### config.mk
export PLATFORM = sky130hd
export DESIGN_NAME = ucse_locate_flat
export DESIGN_NICKNAME = d
export VERILOG_FILES = /design/src/rtl/ucse_pkg.sv /design/src/rtl/ucse_if.sv /design/src/rtl/ucse_locate.sv /design/src/flat_wrapper.sv
export VERILOG_INCLUDE_DIRS = /design/src /design/src/rtl
export SDC_FILE = /design/constraint.sdc
export NUM_CORES = 2
export LEC_CHECK = 0
export BUFFER_PORTS_ARGS = -buffer_cell sky130_fd_sc_hd__buf_2
export CAP_MARGIN = 20
export CORE_MARGIN = 2
export CORE_UTILIZATION = 55
export CTS_CLUSTER_SIZE = 8
export DETAILED_ROUTE_END_ITERATION = 16
export HOLD_SLACK_MARGIN = 0.12
export PLACE_DENSITY = 0.73
export SYNTH_ARGS = -nofsm -noshare
export SYNTH_HDL_FRONTEND = slang
export SYNTH_SLANG_ARGS = --single-unit
### constraint.sdc
create_clock -name i_clk -period 10.45 [get_ports i_clk]
set_input_delay 0 -clock i_clk [delete_from_list [all_inputs] [get_ports i_clk]]
set_output_delay 0 -clock i_clk [all_outputs]
set_load 0.01 [all_outputs]
### src/rtl/uniform_cubic_spline_eval_assert.svh
// Assertion macros shared by the spline evaluator modules.
// Each macro expects i_clk and i_rst_n to be visible in the module that uses it.
`ifndef UNIFORM_CUBIC_SPLINE_EVAL_ASSERT_SVH
`define UNIFORM_CUBIC_SPLINE_EVAL_ASSERT_SVH

// The consequent must hold in the same cycle as the antecedent.
`define UCSE_ASSERT_SAME(lbl, ante, cons, msg) \
    lbl: assert property (@(posedge i_clk) disable iff (!i_rst_n) (ante) |-> (cons)) \
        else $error(msg);

// The consequent must hold in the cycle after the antecedent.
`define UCSE_ASSERT_NEXT(lbl, ante, cons, msg) \
    lbl: assert property (@(posedge i_clk) disable iff (!i_rst_n) (ante) |=> (cons)) \
        else $error(msg);

`endif

### src/rtl/ucse_pkg.sv
package ucse_pkg;

    localparam int MAX_SEGMENTS = 64;
    localparam int TERMS        = 4;
    localparam int FRAC_BITS    = 20;

    localparam int SEG_W     = $clog2(MAX_SEGMENTS);
    localparam int SEGF_W    = 6;
    localparam int TERM_W    = $clog2(TERMS);
    localparam int WORD_W    = 32;
    localparam int SPACING_W = 31;
    localparam int POS_W     = WORD_W + 1;
    localparam int PROD_W    = WORD_W + SPACING_W;
    localparam int RAW_W     = PROD_W - 2 * FRAC_BITS;
    localparam int SP_W      = SEG_W + SPACING_W;
    localparam int OFFS_W    = SP_W + 3;
    localparam int ADD_W     = WORD_W + 2;
    localparam int SUM_W     = 2 * WORD_W - FRAC_BITS + 1;
    localparam int CFG_IDX_W = 2;

    localparam int TERM_CUBIC = 0;
    localparam int TERM_QUAD  = 1;
    localparam int TERM_LIN   = 2;
    localparam int TERM_CONST = 3;

    typedef logic signed [WORD_W-1:0] t_word;

    localparam t_word WORD_MAX = {1'b0, {(WORD_W-1){1'b1}}};
    localparam t_word WORD_MIN = {1'b1, {(WORD_W-1){1'b0}}};
    localparam logic [2*WORD_W-1:0] ROUND_BIAS = (2*WORD_W)'(1) << (FRAC_BITS - 1);

    localparam logic [SPACING_W-1:0] SPACING_RESET     = SPACING_W'(1048576);
    localparam logic [SPACING_W-1:0] INV_SPACING_RESET = SPACING_W'(1048576);

    typedef enum logic {
        ACT_LOAD,
        ACT_EVAL
    } t_action;

    typedef enum logic [CFG_IDX_W-1:0] {
        CFG_Z_ORIGIN,
        CFG_SPACING,
        CFG_INV_SPACING,
        CFG_LAST_SEGMENT
    } t_cfg_idx;

    typedef struct packed {
        logic signed [WORD_W-1:0]    z_origin;
        logic        [SPACING_W-1:0] spacing;
        logic        [SPACING_W-1:0] inv_spacing;
        logic        [SEGF_W-1:0]    last_segment;
    } t_cfg;

    typedef struct packed {
        t_action                  action;
        logic                     seg_ok;
        logic [SEG_W-1:0]         seg;
        logic [TERM_W-1:0]        term;
        logic signed [WORD_W-1:0] coef;
        logic signed [POS_W-1:0]  d;
    } t_loc;

    typedef struct packed {
        logic [SEG_W-1:0]               seg;
        logic signed [WORD_W-1:0]       dx;
        logic [TERMS-1:0][WORD_W-1:0]   c;
    } t_eval;

    function automatic t_word sat_word(input logic signed [SUM_W-1:0] v);
        logic [SUM_W-WORD_W:0] hi;
        hi = v[SUM_W-1:WORD_W-1];
        if (hi == '0 || hi == '1) begin
            return v[WORD_W-1:0];
        end else if (v[SUM_W-1]) begin
            return WORD_MIN;
        end else begin
            return WORD_MAX;
        end
    endfunction

    function automatic t_word horner_add(input logic signed [2*WORD_W-1:0] prod,
                                         input logic signed [ADD_W-1:0] addend);
        logic signed [2*WORD_W-1:0] biased;
        logic signed [SUM_W-1:0]    sum;
        biased = prod + $signed(ROUND_BIAS);
        sum    = SUM_W'(biased >>> FRAC_BITS) + SUM_W'(addend);
        return sat_word(sum);
    endfunction

endpackage

### src/rtl/ucse_if.sv
interface ucse_in_if import ucse_pkg::*; ();
    logic                     valid;
    logic                     ready;
    logic                     action;
    logic [SEGF_W-1:0]        segment_index;
    logic [TERM_W-1:0]        term_index;
    logic signed [WORD_W-1:0] coefficient;
    logic signed [WORD_W-1:0] z_position;

    modport source (
        output valid, action, segment_index, term_index, coefficient, z_position,
        input  ready
    );
    modport sink (
        input  valid, action, segment_index, term_index, coefficient, z_position,
        output ready
    );
endinterface


### src/rtl/ucse_locate.sv
`include "uniform_cubic_spline_eval_assert.svh"

module ucse_locate import ucse_pkg::*; (
    input  logic      i_clk,
    input  logic      i_rst_n,
    input  t_cfg      i_cfg,
    ucse_in_if.sink   i_in,
    output logic      o_valid,
    input  logic      i_ready,
    output t_loc      o_item
);

    logic             r_va, r_vb, r_vc;
    t_loc             r_a, r_b, r_c;
    logic [RAW_W-1:0] r_raw;
    t_loc             n_a, n_c;
    logic [RAW_W-1:0] n_raw;
    logic             en_a, en_b, en_c;
    logic [WORD_W-1:0] pos_d;
    logic [PROD_W-1:0] prod;
    logic [RAW_W-1:0]  lim_last, lim_max, lim, seg_clamp;

    assign en_c       = !r_vc || i_ready;
    assign en_b       = !r_vb || en_c;
    assign en_a       = !r_va || en_b;
    assign i_in.ready = en_a;
    assign o_valid    = r_vc;
    assign o_item     = r_c;

    always_comb begin
        n_a        = '0;
        n_a.action = t_action'(i_in.action);
        n_a.seg_ok = (32'(i_in.segment_index) < 32'(MAX_SEGMENTS));
        n_a.seg    = SEG_W'(i_in.segment_index);
        n_a.term   = i_in.term_index;
        n_a.coef   = i_in.coefficient;
        n_a.d      = POS_W'($signed(i_in.z_position)) - POS_W'($signed(i_cfg.z_origin));
    end

    always_comb begin
        pos_d = (!r_a.d[POS_W-1] && r_a.d != '0) ? WORD_W'(r_a.d) : '0;
        prod  = PROD_W'(pos_d) * PROD_W'(i_cfg.inv_spacing);
        n_raw = prod[PROD_W-1 -: RAW_W];
    end

    always_comb begin
        lim_last  = RAW_W'(i_cfg.last_segment);
        lim_max   = RAW_W'(MAX_SEGMENTS - 1);
        lim       = (lim_last < lim_max) ? lim_last : lim_max;
        seg_clamp = (r_raw > lim) ? lim : r_raw;
        n_c       = r_b;
        if (r_b.action == ACT_EVAL) begin
            n_c.seg = SEG_W'(seg_clamp);
        end
    end

    always_ff @(posedge i_clk) begin
        if (!i_rst_n) begin
            r_va <= 1'b0;
            r_vb <= 1'b0;
            r_vc <= 1'b0;
        end else begin
            if (en_a) begin
                r_va <= i_in.valid;
            end
            if (en_b) begin
                r_vb <= r_va;
            end
            if (en_c) begin
                r_vc <= r_vb;
            end
        end
    end

    always_ff @(posedge i_clk) begin
        if (en_a) begin
            r_a <= n_a;
        end
        if (en_b) begin
            r_b   <= r_a;
            r_raw <= n_raw;
        end
        if (en_c) begin
            r_c <= n_c;
        end
    end

    `UCSE_ASSERT_NEXT(a_zero_raw_seg, (en_c && r_vb && r_b.action == ACT_EVAL && r_raw == '0), (r_c.seg == '0), "zero raw segment did not map to segment zero")

endmodule

### src/flat_wrapper.sv
// flat-port wrapper written by rule: the top's interface ports become plain ports
module ucse_locate_flat import ucse_pkg::*;
  (i_clk, i_rst_n, i_cfg, o_valid, i_ready, o_item, i_in_valid, i_in_action, i_in_segment_index, i_in_term_index, i_in_coefficient, i_in_z_position, i_in_ready);
  ucse_in_if i_in_i ();
  input  logic i_clk;
  input  logic i_rst_n;
  input  t_cfg i_cfg;
  output logic o_valid;
  input  logic i_ready;
  output t_loc o_item;
  input wire logic [$bits(i_in_i.valid)-1:0] i_in_valid;
  input wire logic [$bits(i_in_i.action)-1:0] i_in_action;
  input wire logic [$bits(i_in_i.segment_index)-1:0] i_in_segment_index;
  input wire logic [$bits(i_in_i.term_index)-1:0] i_in_term_index;
  input wire logic [$bits(i_in_i.coefficient)-1:0] i_in_coefficient;
  input wire logic [$bits(i_in_i.z_position)-1:0] i_in_z_position;
  output wire logic [$bits(i_in_i.ready)-1:0] i_in_ready;
  assign i_in_i.valid = i_in_valid;
  assign i_in_i.action = i_in_action;
  assign i_in_i.segment_index = i_in_segment_index;
  assign i_in_i.term_index = i_in_term_index;
  assign i_in_i.coefficient = i_in_coefficient;
  assign i_in_i.z_position = i_in_z_position;
  assign i_in_ready = i_in_i.ready;
  ucse_locate u_core (.i_clk(i_clk), .i_rst_n(i_rst_n), .i_cfg(i_cfg), .i_in(i_in_i), .o_valid(o_valid), .i_ready(i_ready), .o_item(o_item));
endmodule
==> flow_summary.ini <==
[final_layout]
fill_cells = 5843
layout.nets = 5521
areaGrowthSynthToFinish_pct = 10.3
drive_gt1_frac = 0.0901
stdcell_count = 5158
finish.utilization = 0.614

[setup_path]
crit_slowest_cell = a21oi_4
r2r_end = u_core.r_raw[22]
endpoint = u_core.r_raw[22]
worst-path-buf-inv = 10
critPathKind = reg -> reg
critPathMostFrequentCell = fa_1
cp_data_arrival_time_ns = 10.20
r2r_slack_ns = 0.49
required_ns = 10.70
path_max_fanout = 33
cpPeakStageDelay_ns = 0.83
r2r_cells = 34
r2r_start = u_core.r_a[1]
start_kind = flip-flop
cp.depth = 34
crit_path_end_kind = flip-flop
critPathTopFamily = adder cells
crit_start = u_core.r_a[1]

[timing]
fin_crit_sh = 0.953
fmax_ghz = 0.100
maxSlewViolCount = 0
finalHoldViolations = 0
period_minus_slack_ns = 9.96
tns_ns = 0
relSlewSlack = 0.273
finalWorstSetupSlack_ns = 0.493
finClkSkew_ns = 0.0303
rsz0062_at_grt = no
worst_pin_slew_ns = 1.09
setup_violations = 0

[place]
place_ws_ns = 0.650
routabilityCongestion = 0.948
dp_hpwl_mm = 84.0
dp.cells = 5001
io_buffers = 221

[floorplanning]
chipWidth_um = 276
rows = 99
coreArea_um2 = 73100
pin_count = 254
die_h_um = 276
initial_utilization = 0.556
die_area_um2 = 76100

[min_path]
worstHoldPathType = in -> reg
worstHoldStart = i_cfg[78]

[yosys]
syn_inst = 3978
syn-num-nets = 5312
yosys_warnings = 0
synth_cell_types = 66
synth_edf_count = 245
synth.avg_cell_area_um2 = 10.2
ys_async_sr_fraction = 0
synth_ff_type = edfxtp_1
synth_area_um2 = 40700
ys_ff_latch = 248
ys_seq_area_frac = 0.182

[global_routing]
track_usage = 0.317
antenna_found_initial = 8
grt_pass1_wl_mm = 183
gr-total-overflow = 0
grt_max_degree = 135
grt_pass1_vias = 32800

[routing]
avgRoutedWirePerCell_um = 22.7
viasPerCell = 5.88
ant_nets = 0
vias = 30300
drt-initial-drc-count = 2780
drtPass1Iterations = 13
wl_mm = 117
drc = 6

[clock_tree]
path_clk_slew_ns = 0.05
htree_levels = 2
cts_tree = yes
cts.sinks = 248
clock_latency_ns = 0.52
cts_buffers = 36
cts_setup_buffers = 0
cts_resized = 0
clockBufferDepth = 3
cts.root.buffer_cell = clkbuf_16

[outcome]
status = finished with violations
violations = design-rule violations

[run]
cap_violations = 0
worst min path at each step:
stage | end | cells past startpoint
CTS | u_core.r_a[8] | 4
finish | u_core.r_a[10] | 4
floorplan | u_core.r_a[33] | 0
global placement | u_core.r_a[66] | 1
global route | u_core.r_a[23] | 5
detailed placement | u_core.r_a[54] | 1
layer usage:
metal	wire length, um	GRT usage
met2	58400	0.540
met3	9890	0.0535
met4	5930	0.135
met5	26	0
met1	42800	0.402
per-stage QoR:
step	instance area [um^2]	hold WS [ns]
finish	44800	0.135
global route	44800	0.158
CTS	44800	0.121
detailed placement	42800	0.178
global placement	42800	0.176
floorplan	40700	0.0989
registers in the layout, summed over array words and instances, names as in the netlist:
name and count:
u_core.o_valid 1, u_core.r_raw 23, u_core.r_a 74, u_core.n_c 68, u_core.r_b 6, u_core.o_item 74
u_core.r_va 1, u_core.r_vb 1
logic make-up after synthesis:
group	after synthesis	synth area share
xor+xnor	46	0.00991
other cells	1	0.0000922
fa+ha+maj	1157	0.516
mux	6	0.00148
buf+inv	1094	0.101
simple gates	1209	0.154
compound gates	217	0.0354
flops	248	0.182
final cells by class:
| type | count | area [um^2] | area share |
|---|---|---|---|
| antenna | 4 | 10.0 | 0.000223 |
| sequential | 248 | 7420 | 0.165 |
| clock buffer | 44 | 952 | 0.0212 |
| multi-input combinational | 2636 | 29200 | 0.650 |
| clock inverter | 2 | 17.5 | 0.000391 |
| timing repair buffer | 424 | 2920 | 0.0652 |
| inverter | 841 | 3160 | 0.0704 |
| tap | 959 | 1200 | 0.0268 |
repair_timing:
item | CTS | global route
hold buffers | 107 | 0
hold endpoints to repair | 79 | 0
endpoints found under the setup margin | 0 | 0
worst register-to-register path: cells and delay by family (launching register included):
kind	cells	cell delay, ns
adder cells (fa/ha/maj)	9	4.14
AO/OA/AOI/OAI	6	2.18
buffers and inverters	10	1.52
AND/OR/NAND/NOR	9	1.41
flip-flops	1	0.44
Yosys cell counts (2+ instances only):
cell type  count  share of area
a311oi_2       3         0.0011
nor2b_1       19         0.0029
xor2_1        14         0.0030
or2_2          3        0.00046
clkbuf_1     250          0.023
edfxtp_1     245           0.18
o211ai_1       7         0.0013
a311oi_1       2        0.00043
fa_1         866           0.43
nor3_2         2        0.00049
a21boi_1       2        0.00037
inv_1        841          0.078
nand2b_1       7         0.0011
nor3_1        10         0.0012
nor2_1        43         0.0040
a31oi_1        6        0.00092
nand2_1      484          0.045
a21boi_0       4        0.00074
ha_1         291          0.090
o41ai_1        2        0.00043
or4_1          3        0.00055
and3_1       548          0.084
o22ai_1        2        0.00031
a211o_1        3        0.00065
a21o_1        36         0.0066
o21bai_1       5        0.00092
mux2i_1        6         0.0015
and2_1        31         0.0048
o21ai_0       34         0.0042
nand3_1       14         0.0017
nor4_1        16         0.0025
buf_1          2        0.00018
nand4_1       17         0.0026
and2_0         3        0.00046
xnor2_1       32         0.0069
o21ai_1        4        0.00049
and4_1         4        0.00086
dfxtp_1        3         0.0015
a211oi_1       7         0.0013
a21oi_1       72         0.0089
o21a_1        10         0.0018
placed cells by master (no fill, tap or decap), drive strengths merged, types with 39 or more instances in the layout:
cell	instances
nand2	484
dlygate4sd3	107
clkbuf	44
and3	548
fa	866
nor2	43
buf	317
ha	291
edfxtp	245
o21ai	39
inv	843
a21oi	72
Power is left out: the tool's default activity adds up to more than one toggle a clock period on the data nets, which glitch-free logic cannot reach.
